<file path="src/rtl/tafd_pkg.sv">
// ----------------------------------------------------------------------------
// tafd_pkg: shared definitions for the thermal average fire detector
// Sizes of the reading ring and averaging window, register indexes, reset
// values and the controller state type.
// ----------------------------------------------------------------------------
package tafd_pkg;

  // Ring and window sizing.
  localparam int RING_DEPTH = 10;
  localparam int WINDOW     = 5;
  localparam int WIN_LEN    = (WINDOW > RING_DEPTH) ? RING_DEPTH :
                              ((WINDOW < 1) ? 1 : WINDOW);

  // Field widths.
  localparam int AMB_IN_W  = 8;
  localparam int OBJ_IN_W  = 10;
  localparam int AMB_W     = 7;
  localparam int OBJ_W     = 9;
  localparam int TICK_W    = 9;
  localparam int CFG_W     = 8;
  localparam int CFG_IDX_W = 2;
  localparam int ENTRY_W   = AMB_W + OBJ_W;

  // Derived widths.
  localparam int SLOT_W  = $clog2(RING_DEPTH);
  localparam int SEEN_W  = $clog2(WIN_LEN + 1);
  localparam int SUM_W   = $clog2(WIN_LEN * (2 ** OBJ_W));
  localparam int DCNT_W  = $clog2(TICK_W + 1);

  // Window mean by reciprocal multiplication: floor(sum * MEAN_MUL / 2^MEAN_SH)
  // equals floor(sum / WIN_LEN) for every sum below 2^SUM_W.
  localparam int MEAN_SH     = SUM_W + $clog2(WIN_LEN);
  localparam int MEAN_MUL_W  = MEAN_SH + 1;
  localparam int MEAN_PROD_W = SUM_W + MEAN_MUL_W;
  localparam logic [MEAN_MUL_W-1:0] MEAN_MUL =
    MEAN_MUL_W'((2 ** MEAN_SH + WIN_LEN - 1) / WIN_LEN);

  // Ambient saturation limit of the unsigned binary ambient field.
  localparam logic [AMB_W-1:0] AMB_MAX = AMB_W'(99);

  // Register reset values.
  localparam logic [CFG_W-1:0] THRESHOLD_RST = CFG_W'(1);
  localparam logic [CFG_W-1:0] INT_FIRED_RST = CFG_W'(1);
  localparam logic [CFG_W-1:0] INT_IDLE_RST  = CFG_W'(4);

  // Configuration register indexes.
  typedef enum logic [CFG_IDX_W-1:0] {
    CFG_FIRE_THRESHOLD = 2'd0,
    CFG_INTERVAL_FIRED = 2'd1,
    CFG_INTERVAL_IDLE  = 2'd2
  } cfg_idx_e;

  // Controller states.
  typedef enum logic [2:0] {
    ST_IDLE,
    ST_MOD,
    ST_WRITE,
    ST_READ,
    ST_LAST,
    ST_DIV_AMB,
    ST_DIV_OBJ,
    ST_FIRE
  } state_e;

endpackage

</file>
<file path="src/rtl/thermal_average_fire_detect.sv">
// ----------------------------------------------------------------------------
// thermal_average_fire_detect: moving average and fire threshold detector
// Takes one tick per transaction, samples ambient and object temperature at
// the active interval, averages the newest readings from a ring memory and
// flags the cooktop as fired when object exceeds ambient by the threshold.
// ----------------------------------------------------------------------------
// The block takes one tick at a time. A tick with an odd count finishes in
// the cycle it is accepted. Any other tick runs the remainder check against
// the active interval through a serial divider, one quotient bit per cycle.
// A tick that takes no reading then returns to idle. A reading tick writes
// the ring; before the window is full it goes straight to the fire
// decision. With a full window it reads the newest WIN_LEN entries over the
// single ring read port, forms the two means by reciprocal multiplication
// and makes the fire decision. The fire decision waits while the previous
// result is still held in the output register; a finished result waits
// there while the next tick is taken.
// ----------------------------------------------------------------------------
module thermal_average_fire_detect (
  input  logic                                    clk_i,
  input  logic                                    rst_ni,
  // Configuration write port
  input  logic                                    cfg_we_i,
  input  logic [tafd_pkg::CFG_IDX_W-1:0]          cfg_idx_i,
  input  logic [tafd_pkg::CFG_W-1:0]              cfg_wdata_i,
  // Input channel
  input  logic                                    in_valid_i,
  output logic                                    in_ready_o,
  input  logic signed [tafd_pkg::AMB_IN_W-1:0]    ambient_temp_i,
  input  logic signed [tafd_pkg::OBJ_IN_W-1:0]    object_temp_i,
  input  logic                                    link_connected_i,
  // Output channel
  output logic                                    out_valid_o,
  input  logic                                    out_ready_i,
  output logic [tafd_pkg::OBJ_W-1:0]              object_avg_o,
  output logic [tafd_pkg::AMB_W-1:0]              ambient_avg_o,
  output logic                                    is_fired_o
);

  // Configuration registers
  logic [tafd_pkg::CFG_W-1:0] threshold_q;
  logic [tafd_pkg::CFG_W-1:0] int_fired_q;
  logic [tafd_pkg::CFG_W-1:0] int_idle_q;

  always_ff @(posedge clk_i or negedge rst_ni) begin
    if (!rst_ni) begin
      threshold_q <= tafd_pkg::THRESHOLD_RST;
      int_fired_q <= tafd_pkg::INT_FIRED_RST;
      int_idle_q  <= tafd_pkg::INT_IDLE_RST;
    end else if (cfg_we_i) begin
      case (tafd_pkg::cfg_idx_e'(cfg_idx_i))
        tafd_pkg::CFG_FIRE_THRESHOLD: threshold_q <= cfg_wdata_i;
        tafd_pkg::CFG_INTERVAL_FIRED: int_fired_q <= cfg_wdata_i;
        tafd_pkg::CFG_INTERVAL_IDLE:  int_idle_q  <= cfg_wdata_i;
        default: ;
      endcase
    end
  end

  // Declarations
  tafd_pkg::state_e state_q, state_d;

  logic [tafd_pkg::TICK_W-1:0]  tick_q;
  logic [tafd_pkg::TICK_W-1:0]  tick_nxt_q;
  logic [tafd_pkg::TICK_W-1:0]  tick_inc;
  logic                         fired_q;
  logic [tafd_pkg::SLOT_W-1:0]  slot_q;
  logic [tafd_pkg::SEEN_W-1:0]  seen_q;
  logic [tafd_pkg::SEEN_W-1:0]  seen_inc;
  logic                         win_full;

  logic [tafd_pkg::AMB_W-1:0]   amb_rd_q;
  logic [tafd_pkg::OBJ_W-1:0]   obj_rd_q;
  logic                         conn_q;
  logic [tafd_pkg::AMB_W-1:0]   amb_clamp;
  logic [tafd_pkg::OBJ_W-1:0]   obj_clamp;

  logic [tafd_pkg::SLOT_W-1:0]  rd_ptr_q;
  logic [tafd_pkg::SEEN_W-1:0]  rd_cnt_q;
  logic                         rd_vld_q;
  logic [tafd_pkg::ENTRY_W-1:0] rd_data_q;
  logic [tafd_pkg::SUM_W-1:0]   sum_amb_q, sum_obj_q;
  logic [tafd_pkg::SUM_W-1:0]   sum_amb_nxt, sum_obj_nxt;

  logic [tafd_pkg::SUM_W-1:0]       mean_src;
  logic [tafd_pkg::MEAN_PROD_W-1:0] mean_prod;
  logic [tafd_pkg::OBJ_W-1:0]       mean_quo;

  logic [tafd_pkg::AMB_W-1:0]   res_amb_q;
  logic [tafd_pkg::OBJ_W-1:0]   res_obj_q;

  logic [tafd_pkg::CFG_W-1:0]   interval_raw;
  logic [tafd_pkg::CFG_W-1:0]   interval;
  logic                         fire_now;

  logic                         div_load;
  logic [tafd_pkg::TICK_W-1:0]  div_quo_q;
  logic [tafd_pkg::CFG_W-1:0]   div_rem_q;
  logic [tafd_pkg::CFG_W-1:0]   div_dvs_q;
  logic [tafd_pkg::DCNT_W-1:0]  div_cnt_q;
  logic                         div_done;
  logic [tafd_pkg::CFG_W:0]     div_part;
  logic                         div_ge;

  logic                         in_acc;
  logic                         out_load;
  logic                         ring_we;

  logic [tafd_pkg::ENTRY_W-1:0] ring_mem [tafd_pkg::RING_DEPTH];

  // Input conditioning: clamp at zero, saturate ambient
  always_comb begin
    if (ambient_temp_i[tafd_pkg::AMB_IN_W-1]) begin
      amb_clamp = '0;
    end else if (ambient_temp_i > $signed({1'b0, tafd_pkg::AMB_MAX})) begin
      amb_clamp = tafd_pkg::AMB_MAX;
    end else begin
      amb_clamp = ambient_temp_i[tafd_pkg::AMB_W-1:0];
    end
    obj_clamp = object_temp_i[tafd_pkg::OBJ_IN_W-1] ? '0 :
                object_temp_i[tafd_pkg::OBJ_W-1:0];
  end

  // Active interval; a zero register acts as one.
  assign interval_raw = fired_q ? int_fired_q : int_idle_q;
  assign interval     = (interval_raw == '0) ? tafd_pkg::CFG_W'(1) : interval_raw;
  assign tick_inc     = tick_q + tafd_pkg::TICK_W'(1);
  assign seen_inc     = (seen_q < tafd_pkg::SEEN_W'(tafd_pkg::WIN_LEN)) ?
                        seen_q + tafd_pkg::SEEN_W'(1) : seen_q;
  assign win_full     = (seen_inc == tafd_pkg::SEEN_W'(tafd_pkg::WIN_LEN));

  assign in_acc   = in_valid_i && in_ready_o;
  assign div_done = (div_cnt_q == '0);

  // Window sums including the entry arriving from the ring this cycle.
  assign sum_amb_nxt = sum_amb_q + (rd_vld_q ?
    tafd_pkg::SUM_W'(rd_data_q[tafd_pkg::ENTRY_W-1 -: tafd_pkg::AMB_W]) : '0);
  assign sum_obj_nxt = sum_obj_q + (rd_vld_q ?
    tafd_pkg::SUM_W'(rd_data_q[tafd_pkg::OBJ_W-1:0]) : '0);

  // Window mean by reciprocal multiplication, ambient first, then object.
  assign mean_src  = (state_q == tafd_pkg::ST_DIV_AMB) ? sum_amb_q : sum_obj_q;
  assign mean_prod = tafd_pkg::MEAN_PROD_W'(mean_src) *
                     tafd_pkg::MEAN_PROD_W'(tafd_pkg::MEAN_MUL);
  assign mean_quo  = mean_prod[tafd_pkg::MEAN_SH +: tafd_pkg::OBJ_W];

  // Fire decision on the new reading, or on the window means once the window is full.
  assign fire_now = ($signed({2'b00, res_obj_q}) - $signed({4'b0000, res_amb_q}))
                    > $signed({3'b000, threshold_q});

  // State register
  always_ff @(posedge clk_i or negedge rst_ni) begin
    if (!rst_ni) begin
      state_q <= tafd_pkg::ST_IDLE;
    end else begin
      state_q <= state_d;
    end
  end

  // Next state and control outputs
  always_comb begin
    state_d    = state_q;
    in_ready_o = 1'b0;
    div_load   = 1'b0;
    out_load   = 1'b0;
    ring_we    = 1'b0;
    case (state_q)
      tafd_pkg::ST_IDLE: begin
        in_ready_o = 1'b1;
        if (in_valid_i && !tick_inc[0]) begin
          div_load = 1'b1;
          state_d  = tafd_pkg::ST_MOD;
        end
      end
      tafd_pkg::ST_MOD: begin
        if (div_done) begin
          state_d = (div_rem_q == '0) ? tafd_pkg::ST_WRITE : tafd_pkg::ST_IDLE;
        end
      end
      tafd_pkg::ST_WRITE: begin
        ring_we = 1'b1;
        state_d = win_full ? tafd_pkg::ST_READ : tafd_pkg::ST_FIRE;
      end
      tafd_pkg::ST_READ: begin
        if (rd_cnt_q == tafd_pkg::SEEN_W'(tafd_pkg::WIN_LEN - 1)) begin
          state_d = tafd_pkg::ST_LAST;
        end
      end
      tafd_pkg::ST_LAST: begin
        state_d = tafd_pkg::ST_DIV_AMB;
      end
      tafd_pkg::ST_DIV_AMB: begin
        state_d = tafd_pkg::ST_DIV_OBJ;
      end
      tafd_pkg::ST_DIV_OBJ: begin
        state_d = tafd_pkg::ST_FIRE;
      end
      tafd_pkg::ST_FIRE: begin
        if (!conn_q) begin
          state_d = tafd_pkg::ST_IDLE;
        end else if (!out_valid_o || out_ready_i) begin
          out_load = 1'b1;
          state_d  = tafd_pkg::ST_IDLE;
        end
      end
      default: state_d = tafd_pkg::ST_IDLE;
    endcase
  end

  // Serial restoring divider for the interval remainder, one bit per cycle
  assign div_part = {div_rem_q, div_quo_q[tafd_pkg::TICK_W-1]};
  assign div_ge   = (div_part >= {1'b0, div_dvs_q});

  always_ff @(posedge clk_i or negedge rst_ni) begin
    if (!rst_ni) begin
      div_cnt_q <= '0;
    end else if (div_load) begin
      div_cnt_q <= tafd_pkg::DCNT_W'(tafd_pkg::TICK_W);
    end else if (!div_done) begin
      div_cnt_q <= div_cnt_q - tafd_pkg::DCNT_W'(1);
    end
  end

  always_ff @(posedge clk_i) begin
    if (div_load) begin
      div_quo_q <= tick_inc;
      div_rem_q <= '0;
      div_dvs_q <= interval;
    end else if (!div_done) begin
      div_quo_q <= {div_quo_q[tafd_pkg::TICK_W-2:0], div_ge};
      div_rem_q <= div_ge ? tafd_pkg::CFG_W'(div_part - {1'b0, div_dvs_q}) :
                            div_part[tafd_pkg::CFG_W-1:0];
    end
  end

  // Tick counter, ring pointer, fill count and fired flag
  always_ff @(posedge clk_i or negedge rst_ni) begin
    if (!rst_ni) begin
      tick_q  <= '0;
      slot_q  <= '0;
      seen_q  <= '0;
      fired_q <= 1'b1;
    end else begin
      if (in_acc && tick_inc[0]) begin
        tick_q <= tick_inc;
      end
      if (state_q == tafd_pkg::ST_MOD && div_done) begin
        tick_q <= (div_rem_q == '0) ? '0 : tick_nxt_q;
      end
      if (ring_we) begin
        slot_q <= (slot_q == tafd_pkg::SLOT_W'(tafd_pkg::RING_DEPTH - 1)) ? '0 :
                  slot_q + tafd_pkg::SLOT_W'(1);
        seen_q <= seen_inc;
      end
      if (state_q == tafd_pkg::ST_FIRE && (!conn_q || out_load)) begin
        fired_q <= fire_now;
      end
    end
  end

  // Captured tick payload
  always_ff @(posedge clk_i) begin
    if (in_acc) begin
      tick_nxt_q <= tick_inc;
      amb_rd_q   <= amb_clamp;
      obj_rd_q   <= obj_clamp;
      conn_q     <= link_connected_i;
    end
  end

  // Ring memory: one write port, one registered read port
  always_ff @(posedge clk_i) begin
    if (ring_we) begin
      ring_mem[slot_q] <= {amb_rd_q, obj_rd_q};
    end
    rd_data_q <= ring_mem[rd_ptr_q];
  end

  always_ff @(posedge clk_i or negedge rst_ni) begin
    if (!rst_ni) begin
      rd_vld_q <= 1'b0;
    end else begin
      rd_vld_q <= (state_q == tafd_pkg::ST_READ);
    end
  end

  // Window walk from the newest entry backwards, with running sums
  always_ff @(posedge clk_i) begin
    if (ring_we) begin
      rd_ptr_q  <= slot_q;
      rd_cnt_q  <= '0;
      sum_amb_q <= '0;
      sum_obj_q <= '0;
      res_amb_q <= amb_rd_q;
      res_obj_q <= obj_rd_q;
    end else begin
      if (state_q == tafd_pkg::ST_READ) begin
        rd_ptr_q <= (rd_ptr_q == '0) ? tafd_pkg::SLOT_W'(tafd_pkg::RING_DEPTH - 1) :
                    rd_ptr_q - tafd_pkg::SLOT_W'(1);
        rd_cnt_q <= rd_cnt_q + tafd_pkg::SEEN_W'(1);
      end
      sum_amb_q <= sum_amb_nxt;
      sum_obj_q <= sum_obj_nxt;
      if (state_q == tafd_pkg::ST_DIV_AMB) begin
        res_amb_q <= mean_quo[tafd_pkg::AMB_W-1:0];
      end
      if (state_q == tafd_pkg::ST_DIV_OBJ) begin
        res_obj_q <= mean_quo;
      end
    end
  end

  // Output register
  always_ff @(posedge clk_i or negedge rst_ni) begin
    if (!rst_ni) begin
      out_valid_o <= 1'b0;
    end else if (out_load) begin
      out_valid_o <= 1'b1;
    end else if (out_ready_i) begin
      out_valid_o <= 1'b0;
    end
  end

  always_ff @(posedge clk_i) begin
    if (out_load) begin
      object_avg_o  <= res_obj_q;
      ambient_avg_o <= res_amb_q;
      is_fired_o    <= fire_now;
    end
  end

  // Assertions
  a_div_in_div_state: assert property (@(posedge clk_i) disable iff (!rst_ni)
    (div_cnt_q != '0) |-> (state_q == tafd_pkg::ST_MOD))
    else $error("divider busy outside the remainder state");

  a_slot_range: assert property (@(posedge clk_i) disable iff (!rst_ni)
    slot_q < tafd_pkg::SLOT_W'(tafd_pkg::RING_DEPTH))
    else $error("ring write pointer out of range");

  a_seen_range: assert property (@(posedge clk_i) disable iff (!rst_ni)
    seen_q <= tafd_pkg::SEEN_W'(tafd_pkg::WIN_LEN))
    else $error("fill count beyond window length");

  a_amb_sat: assert property (@(posedge clk_i) disable iff (!rst_ni)
    (state_q == tafd_pkg::ST_FIRE) |-> (res_amb_q <= tafd_pkg::AMB_MAX))
    else $error("ambient result above saturation limit");

  a_out_from_fire: assert property (@(posedge clk_i) disable iff (!rst_ni)
    $rose(out_valid_o) |-> $past(state_q == tafd_pkg::ST_FIRE && conn_q))
    else $error("result presented without a connected reading");

endmodule

</file>
<file path="config.mk">
export PLATFORM = sky130hd
export DESIGN_NAME = thermal_average_fire_detect
export DESIGN_NICKNAME = d
export VERILOG_FILES = /design/src/rtl/tafd_pkg.sv /design/src/rtl/thermal_average_fire_detect.sv
export SDC_FILE = /design/constraint.sdc
export NUM_CORES = 1
export LEC_CHECK = 0
export BUFFER_PORTS_ARGS = -buffer_cell sky130_fd_sc_hd__buf_2
export CAP_MARGIN = 30
export CORE_MARGIN = 2
export CORE_UTILIZATION = 35
export DETAILED_ROUTE_END_ITERATION = 10
export PLACE_DENSITY = 0.59
export REMOVE_ABC_BUFFERS = 1
export SYNTH_ARGS = -nofsm -noshare
export SYNTH_HDL_FRONTEND = slang
export SYNTH_SLANG_ARGS = --single-unit
</file>
<file path="constraint.sdc">
create_clock -name clk_i -period 5.12 [get_ports clk_i]
set_clock_uncertainty 0.15 [all_clocks]
set_input_delay 0.512 -clock clk_i [delete_from_list [all_inputs] [get_ports clk_i]]
set_output_delay 0.512 -clock clk_i [all_outputs]
set_load 0.005 [all_outputs]
</file>
==> flow_metrics.py, run 1 <==
metrics = {
    "outcome": {
        "outcome": "complete, but fails checks",
        "violations": "negative setup slack",
    },
    "placement": {
        "dp.final_hpwl_um": 26500,
        "pre_cts_slack_ps": -355,
        "globalplace.congestion": 0.861,
        "place_area_sq_um": 19100,
        "io_buffers": 52,
    },
    "global_route": {
        "overflow": 0,
        "grt_pass1_vias": 11000,
        "grt_usage": 0.145,
        "antenna_found_initial": 1,
        "grt_max_degree": 51,
        "grt_pass1_wl_um": 60100,
    },
    "logic_synthesis": {
        "synthFlopType": "edfxtp_1",
        "synth.most_common_cell": "edfxtp_1",
        "synth_top_area_share": 0.410,
        "yosysUniqueCellTypes": 78,
        "ys_warn_count": 0,
        "synth_common_cells": "240 x edfxtp_1, 134 x inv_1, 125 x ha_1",
        "ys_seq_area_frac": 0.540,
        "avgSynthCellArea_sq_um": 12.8,
        "synth_cells": 1373,
        "ys_async_sr_fraction": 0.147,
        "synth_edf_count": 240,
        "yosysTopAreaCell": "edfxtp_1",
        "synth-seq-cells": 341,
        "synth.area.top_cells": "edfxtp_1 41%, ha_1 8.9%, dfrtp_1 6.6%, dfxtp_1 5.8%, fa_1 4.7%",
        "syn_area_sq_um": 17600,
    },
    "timing": {
        "min_period_ps": 5200,
        "rsz0062_at_grt": "true",
        "setup_viol": 11,
        "max_freq_mhz": 192,
        "setup_ws_ps": -81.3,
        "slew_violations": 0,
        "finalHoldViolations": 0,
        "tightest_slew_ps": 883,
        "fin_crit_sh": 1.02,
        "slew_headroom": 0.410,
    },
    "layout": {
        "design_area_sq_um": 20800,
        "syn_to_final_growth_pct": 18.3,
        "layout.nets": 1703,
        "drive_gt1_frac": 0.225,
        "fill_cells": 4693,
    },
    "setup_path": {
        "cp-start-kind": "flop",
        "reg2reg_to": "res_obj_q[7]",
        "worst-r2r-cell-count": 18,
        "crit_required_ps": 5280,
        "r2r_slack_ps": -80,
        "endpoint_kind": "flop",
        "critical_path_class": "reg2reg",
        "crit_path_end": "res_obj_q[7]",
        "cp_max_fo": 7,
        "r2r_start": "state_q[1]",
        "startpoint": "state_q[1]",
        "crit_arrival_ps": 5360,
    },
    "min_path": {
        "hold_path_depth": 3,
        "hp-class": "in2reg",
    },
    "clock_tree": {
        "cts-root-buf": "clkbuf_16",
        "clk_latency_ps": 550,
        "cts_tree": "yes",
        "cts.sinks": 341,
        "cts_made_buffers": 37,
        "clk_pin_slew_ps": 60,
        "cts-htree-levels": 2,
        "clockBufferDepth": 3,
    },
    "detailed_routing": {
        "routed_wl_um": 37400,
        "drt-initial-drc-count": 668,
        "first_pass_iters": 5,
        "vias": 10700,
        "post_drt_wl_per_cell_um": 17.0,
        "viasPerCell": 4.86,
        "final_antenna_net_count": 0,
        "drc": 0,
    },
    "die": {
        "start_util": 0.352,
        "die_area_sq_um": 52000,
        "rows": 82,
        "boundaryPins": 53,
        "core_area_sq_um": 49900,
        "die_x_um": 228,
        "die_h_um": 228,
    },
    "flow_run": {
        "maxCapViolations": 0,
    },
}
## sequential cells by signal (all words and copies together) (netlist names), 9 cells and up
name and flops:
ring_mem 160, rd_data_q 16, sum_amb_q 12, sum_obj_q 12
div_quo_q 9, obj_rd_q 9, object_avg_o 9, res_obj_q 9
tick_nxt_q 9, tick_q 9
## worst min path at each step
| stage | startpoint | to | slack [ps] |
|---|---|---|---|
| final | cfg_wdata_i[7] | threshold_q[7] | 70 |
| after global routing | cfg_wdata_i[7] | threshold_q[7] | 80 |
| after CTS | cfg_wdata_i[7] | threshold_q[7] | 50 |
| after detailed placement | tick_nxt_q[0] | tick_q[0] | 300 |
| after global placement | tick_nxt_q[0] | tick_q[0] | 290 |
| after floorplan | rst_ni | div_cnt_q[0] | 70 |
## worst max-delay path, stage by stage (launching register included)
cell and delay (ps):
dfrtp_1 380, nand3b_4 190, buf_12 150, buf_4 130, mux2_4 310, ha_4 260
xor2_2 140, ha_1 300, fa_1 460, fa_1 540, inv_1 50, fa_1 510
inv_2 50, ha_4 240, and4_4 190, a41oi_4 270, a211oi_2 110, or3_1 310
a31o_1 210
## through the flow
stage                     utilization  hold WS [ps]  setup TNS [ps]  cells
final                           0.417          71.6            -531   2204
after global routing            0.417          76.0           -2920   2203
after CTS                       0.415          48.5            -391   2201
after detailed placement        0.383           303           -3470   2128
after global placement          0.382           293           -2350   2126
after floorplan                     -          66.4           -5030   1332
## layout by cell type (no fill, tap or decap), types with 7 or more instances in the layout
master,n
mux2_4,10
o21a_1,14
dfrtp_1,46
nor3_1,17
clkbuf_1,7
buf_2,52
xor2_1,13
xnor2_1,23
a21o_1,11
inv_1,126
fa_1,38
nand2b_1,8
nand2_1,93
a211oi_1,17
o21ai_0,46
nand3_1,18
mux2i_1,27
o211ai_1,10
buf_4,71
clkbuf_16,38
inv_2,8
nor2b_1,41
edfxtp_1,240
a21oi_1,63
mux4_2,32
ha_4,13
a21oi_2,7
nor2_1,63
ha_1,111
and2_1,24
dfxtp_1,51
mux2_2,32
## repair_timing
| item | 4_1_cts | 5_1_grt |
|---|---|---|
| cloned | 1 | 0 |
| buffers inserted | 3 | 3 |
| hold buffers | 2 | 0 |
| hold endpoints to repair | 47 | 0 |
| setup endpoints to repair | 16 | 16 |
| pin swaps | 28 | 25 |
| gates resized for setup | 54 | 20 |
## layout make-up
cell class	count	area [sq um]	area share
diodes	1	2.50	0.000120
clock buffers	48	1020	0.0490
clock inverters	19	230	0.0111
inverters	134	503	0.0242
multi-input cells	857	7760	0.373
flip-flops and latches	341	9480	0.456
well taps	672	841	0.0405
repair buffers	132	942	0.0453
## layer usage
| metal | up-vias | track usage | part of all wire |
|---|---|---|---|
| li1 | 5231 | - | - |
| met1 | 5262 | 0.205 | 0.49 |
| met2 | 183 | 0.229 | 0.46 |
| met3 | 39 | 0.0229 | 0.040 |
| met4 | 0 | 0.0433 | 0.016 |
| met5 | - | 0 | 0 |
## kinds of logic after synthesis
family                     after synthesis  synth area share
and+or+nand+nor                        317            0.0905
DFF                                    341             0.540
adders and majority gates              166             0.136
muxes                                  102            0.0844
AOI/OAI and AO/OA                      232            0.0897
buffers and inverters                  175            0.0395
xor gates and xnor gates                40            0.0200
Power of run 1 is left out: the tool's default activity adds up to more than one toggle a clock period on the data nets, which glitch-free logic cannot reach.
==> run 2, diff against run 1 <==
--- a/config.mk
+++ b/config.mk
@@ -5,6 +5,7 @@
 export SDC_FILE = /design/constraint.sdc
 export NUM_CORES = 1
 export LEC_CHECK = 0
+export ABC_AREA = 1
 export BUFFER_PORTS_ARGS = -buffer_cell sky130_fd_sc_hd__buf_2
 export CAP_MARGIN = 30
 export CORE_MARGIN = 2
==> flow_metrics.py, run 2 <==
metrics = {
    "outcome": {
        "outcome": "finished clean",
    },
    "layout": {
        "drive_gt1_frac": 0.150,
        "largest_reg_flops": 160,
        "reg_top3": "ring_mem x160, rd_data_q x16",
        "design_area_sq_um": 20900,
        "final_cell_mix": "299 x nand2_1, 242 x inv_1, 240 x edfxtp_1, 195 x nor2_1, 125 x o21ai_0",
        "regMostFlops": "ring_mem",
        "layout.nets": 2093,
        "syn_to_final_growth_pct": 17.3,
        "final_common_cell": "nand2_1",
        "antenna_cells": 0,
    },
    "placement": {
        "io_buffers": 52,
        "pre_cts_slack_ps": -190,
        "globalplace.congestion": 0.914,
        "dp.final_hpwl_um": 29100,
        "place_area_sq_um": 19100,
    },
    "die": {
        "die_x_um": 229,
        "start_util": 0.355,
        "boundaryPins": 53,
        "die_area_sq_um": 52600,
        "core_area_sq_um": 50200,
        "rows": 82,
        "die_h_um": 229,
    },
    "detailed_routing": {
        "post_drt_wl_per_cell_um": 16.0,
        "vias": 12600,
        "final_antenna_net_count": 0,
        "first_pass_iters": 5,
        "routed_wl_um": 41600,
        "drc": 0,
        "drt-initial-drc-count": 811,
        "viasPerCell": 4.87,
    },
    "clock_tree": {
        "clockBufferDepth": 3,
        "cts_made_buffers": 37,
        "cts-htree-levels": 2,
        "cts_tree": "yes",
        "clk_pin_slew_ps": 60,
        "cts.sinks": 341,
        "clk_latency_ps": 570,
        "cts-root-buf": "clkbuf_16",
    },
    "timing": {
        "rsz0062_at_grt": "true",
        "slew_headroom": 0.372,
        "tightest_slew_ps": 937,
        "slew_violations": 0,
        "finalHoldViolations": 0,
        "max_freq_mhz": 198,
        "min_period_ps": 5050,
        "fin_crit_sh": 0.986,
        "setup-tns-final_ps": 0,
        "setup_ws_ps": 71.7,
        "setup_viol": 0,
    },
    "logic_synthesis": {
        "synth_edf_count": 240,
        "synthFlopType": "edfxtp_1",
        "synth_cells": 1784,
        "ys_async_sr_fraction": 0.147,
        "synth_common_cells": "321 x nand2_1, 251 x inv_1, 240 x edfxtp_1",
        "synth-seq-cells": 341,
        "avgSynthCellArea_sq_um": 9.97,
        "synth_top_area_share": 0.405,
        "syn_area_sq_um": 17800,
        "yosysUniqueCellTypes": 58,
        "yosysTopAreaCell": "edfxtp_1",
        "ys_seq_area_frac": 0.533,
        "synth.area.top_cells": "edfxtp_1 41%, ha_1 8.8%, nand2_1 6.8%, dfrtp_1 6.5%, dfxtp_1 5.7%",
        "synth.most_common_cell": "nand2_1",
        "ys_warn_count": 0,
    },
    "setup_path": {
        "crit_required_ps": 5270,
        "endpoint_kind": "flop",
        "critical_path_class": "reg2reg",
        "cp-start-kind": "flop",
        "cp_max_fo": 8,
        "crit_arrival_ps": 5200,
    },
    "global_route": {
        "antenna_found_initial": 0,
        "grt_pass1_vias": 12300,
        "overflow": 0,
        "grt_pass1_wl_um": 65400,
        "grt_max_degree": 84,
        "grt_usage": 0.156,
    },
    "flow_run": {
        "maxCapViolations": 0,
    },
    "min_path": {
        "hp-class": "in2reg",
    },
}
==> run 2: changes by cell type after synthesis, sizes merged, moves of 41 or more <==
cell / delta
mux2: -41
inv: +129
nor2: +146
o21ai: +83
nor2b: -42
nand2: +233
==> run 2: path summary, 6_finish.rpt <==
kind / slack, ps / depth (start not counted) / from / endpoint
setup / recovery: 70 / 26 / state_q[0] / res_obj_q[7]
hold / removal: 70 / 3 / object_temp_i[1] / obj_rd_q[1]
setup reg to reg: 70 / 26 / state_q[0] / res_obj_q[7]
hold reg to reg: 300 / 0 / res_obj_q[6] / object_avg_o[6]
max in group asynchronous: 3880 / 3 / rst_ni / tick_q[8]
min in group asynchronous: 470 / 3 / rst_ni / int_fired_q[3]
==> run 2: routing by layer <==
layer / global-route usage / part of all wire / vias up
met5: 0 / 0 / -
met4: 0.0548 / 0.028 / 0
met3: 0.0259 / 0.045 / 71
met2: 0.254 / 0.46 / 273
met1: 0.210 / 0.46 / 6061
li1: - / - / 6227
==> run 2: cells by family (layout without fill, tap and decap cells) <==
| logic type | count (synthesis) | count (layout) | share of synthesized area |
|---|---|---|---|
| AO/OA/AOI/OAI | 309 | 309 | 0.103 |
| XOR/XNOR | 26 | 26 | 0.0128 |
| AND/OR/NAND/NOR | 628 | 628 | 0.147 |
| multiplexers | 4 | 4 | 0.00232 |
| adder cells (fa/ha/maj) | 166 | 166 | 0.134 |
| buffers and inverters | 310 | 448 | 0.0681 |
| flip-flops | 341 | 341 | 0.533 |
==> run 2: critical path, cell delays in order (launching register included) <==
cell and delay [ps]:
dfrtp_1 370, inv_2 60, nor2_4 110, inv_2 70, nor2_8 160, inv_6 70
buf_12 140, nand2_4 70, o21ai_4 80, ha_4 280, inv_2 40, fa_2 530
inv_2 40, fa_2 450, fa_1 570, fa_1 460, ha_4 330, nand2_4 70
nor2_4 110, nor3b_2 160, nand2_1 80, nand2_2 100, nand2_2 60, nand2_1 60
nand2_1 40, nand3_1 60, nand2_1 50
==> run 2: area by class of cell <==
class | instances | area, sq um
Clock buffer | 54 | 1040
Clock inverter | 14 | 198
Fill cell | 4765 | 29300
Inverter | 263 | 992
Multi-Input combinational cell | 1133 | 7530
Sequential cell | 341 | 9480
Tap cell | 672 | 841
Timing Repair Buffer | 117 | 788
==> run 2: through the flow <==
step	util	hold WS, ps	std cells
3_5_place_dp	0.381	290	2516
2_1_floorplan	-	66.4	1737
6_report	0.416	70.3	2594
3_3_place_gp	0.381	299	2516
4_1_cts	0.408	51.0	2586
5_1_grt	0.416	79.2	2594
==> run 2: repair_timing <==
| action | 4_1_cts | 5_1_grt |
|---|---|---|
| pin swaps | 2 | 37 |
| hold buffers | 2 | 0 |
| buffers inserted | 0 | 6 |
| endpoints found under the setup margin | 15 | 16 |
| resized for setup | 14 | 87 |
| endpoints found under the hold margin | 47 | 0 |
Power of run 2 is left out for the same reason.
==> run 3, diff against run 2 <==
--- a/config.mk
+++ b/config.mk
@@ -10,6 +10,7 @@
 export CAP_MARGIN = 30
 export CORE_MARGIN = 2
 export CORE_UTILIZATION = 35
+export CTS_BUF_LIST = sky130_fd_sc_hd__clkbuf_8
 export DETAILED_ROUTE_END_ITERATION = 10
 export PLACE_DENSITY = 0.59
 export REMOVE_ABC_BUFFERS = 1
==> flow_metrics.py, run 3 (synthesized netlist as in run 2, its figures left out) <==
metrics = {
    "clock_tree": {
        "clk_pin_slew_ps": 60,
        "clockBufferDepth": 3,
        "cts.sinks": 341,
        "cts_tree": "yes",
        "clk_latency_ps": 650,
        "cts-root-buf": "clkbuf_8",
        "cts-htree-levels": 2,
        "cts_made_buffers": 55,
    },
    "placement": {
        "io_buffers": 52,
        "dp.final_hpwl_um": 29100,
        "globalplace.congestion": 0.914,
    },
    "die": {
        "core_area_sq_um": 50200,
        "die_area_sq_um": 52600,
        "start_util": 0.355,
        "die_x_um": 229,
        "die_h_um": 229,
        "rows": 82,
        "boundaryPins": 53,
    },
    "detailed_routing": {
        "first_pass_iters": 5,
        "post_drt_wl_per_cell_um": 16.1,
        "drc": 0,
        "final_antenna_net_count": 0,
        "viasPerCell": 4.89,
        "routed_wl_um": 42500,
        "vias": 12900,
        "drt-initial-drc-count": 736,
    },
    "setup_path": {
        "crit_required_ps": 5350,
        "crit_buf_inv": 8,
        "endpoint_kind": "flop",
        "critical_path_class": "reg2reg",
        "cpMaxStageDelayCell": "fa_1",
        "slowest_delay_ps": 510,
        "crit_arrival_ps": 5260,
        "cp_top_family": "adder cells",
        "cp-start-kind": "flop",
        "cp_max_fo": 8,
        "critPathMostFrequentCell": "inv_2",
    },
    "timing": {
        "setup_viol": 0,
        "max_freq_mhz": 199,
        "finalHoldViolations": 0,
        "fin_crit_sh": 0.982,
        "tightest_slew_ps": 974,
        "rsz0062_at_grt": "true",
        "slew_headroom": 0.348,
        "min_period_ps": 5030,
        "slew_violations": 0,
    },
    "flow_run": {
        "maxCapViolations": 0,
    },
    "outcome": {
        "outcome": "finished clean",
    },
    "layout": {
        "antenna_cells": 0,
        "largest_reg_flops": 160,
        "fill_cells": 4773,
        "final_cell_mix": "299 x nand2_1, 257 x inv_1, 240 x edfxtp_1, 194 x nor2_1, 125 x o21ai_0",
        "final_core_util": 0.417,
        "reg_top3": "ring_mem x160, rd_data_q x16",
        "syn_to_final_growth_pct": 17.6,
        "drive_gt1_frac": 0.160,
        "regMostFlops": "ring_mem",
        "final_common_cell": "nand2_1",
        "layout.nets": 2125,
    },
    "global_route": {
        "overflow": 0,
        "antenna_found_initial": 0,
        "grt_usage": 0.158,
        "grt_max_degree": 84,
        "grt_pass1_wl_um": 66300,
        "grt_pass1_vias": 12600,
    },
    "min_path": {
        "hp-class": "in2reg",
    },
}
[run 3: changes by cell type in the layout (fill, tap and decap cells not counted), sizes merged]
cell and change:
inv +15, clkinv +10, clkbuf +10, dlygate4sd3 +14
[run 3: cell type report]
cell class              count  area (sq um)  area share
clock inverters            39           265      0.0127
clock buffers              64           881      0.0421
multi-input cells        1133          7540       0.360
flip-flops and latches    341          9480       0.453
well taps                 672           841      0.0402
repair buffers            131           928      0.0444
inverters                 263           992      0.0474
[run 3: metal layers]
| layer | vias up | GRT usage | wire length (um) |
|---|---|---|---|
| met1 | 6239 | 0.210 | 19600 |
| met3 | 80 | 0.0303 | 2070 |
| met5 | - | 0 | 0 |
| li1 | 6300 | - | - |
| met4 | 0 | 0.0566 | 1200 |
| met2 | 295 | 0.257 | 19600 |
[run 3: metrics by stage]
step	std cells	area (sq um)	setup WS, ps	hold slack (ps)	setup TNS [ps]
3_3_place_gp	2516	19100	-142	299	-589
5_1_grt	2643	20900	-134	36.1	-715
3_5_place_dp	2516	19100	-190	290	-1390
6_report	2643	20900	92.9	25.3	0
4_1_cts	2635	20500	-19.8	2.53	-40.7
2_1_floorplan	1737	17600	-285	66.4	-2330
[run 3: final timing paths]
kind / from / cells after the start / slack [ps] / end
setup / recovery: state_q[0] / 28 / 90 / res_obj_q[7]
hold / removal: cfg_wdata_i[0] / 3 / 30 / threshold_q[0]
setup reg to reg: state_q[0] / 28 / 90 / res_obj_q[7]
hold reg to reg: res_obj_q[6] / 0 / 300 / object_avg_o[6]
max in group asynchronous: rst_ni / 3 / 3940 / out_valid_o
min in group asynchronous: rst_ni / 3 / 410 / tick_q[6]
[run 3: worst min-delay path, delay by kind of cell]
kind                   cells  cell delay [ps]
buffers and inverters      2              190
AO/OA/AOI/OAI              1              100
[run 3: repair_timing]
item,in CTS,in global routing
setup buffers,0,7
gates resized for setup,12,90
endpoints found under the setup margin,14,16
pin swaps,1,37
hold endpoints to repair,61,0
hold buffers,16,0
Power of run 3 is left out for the same reason.
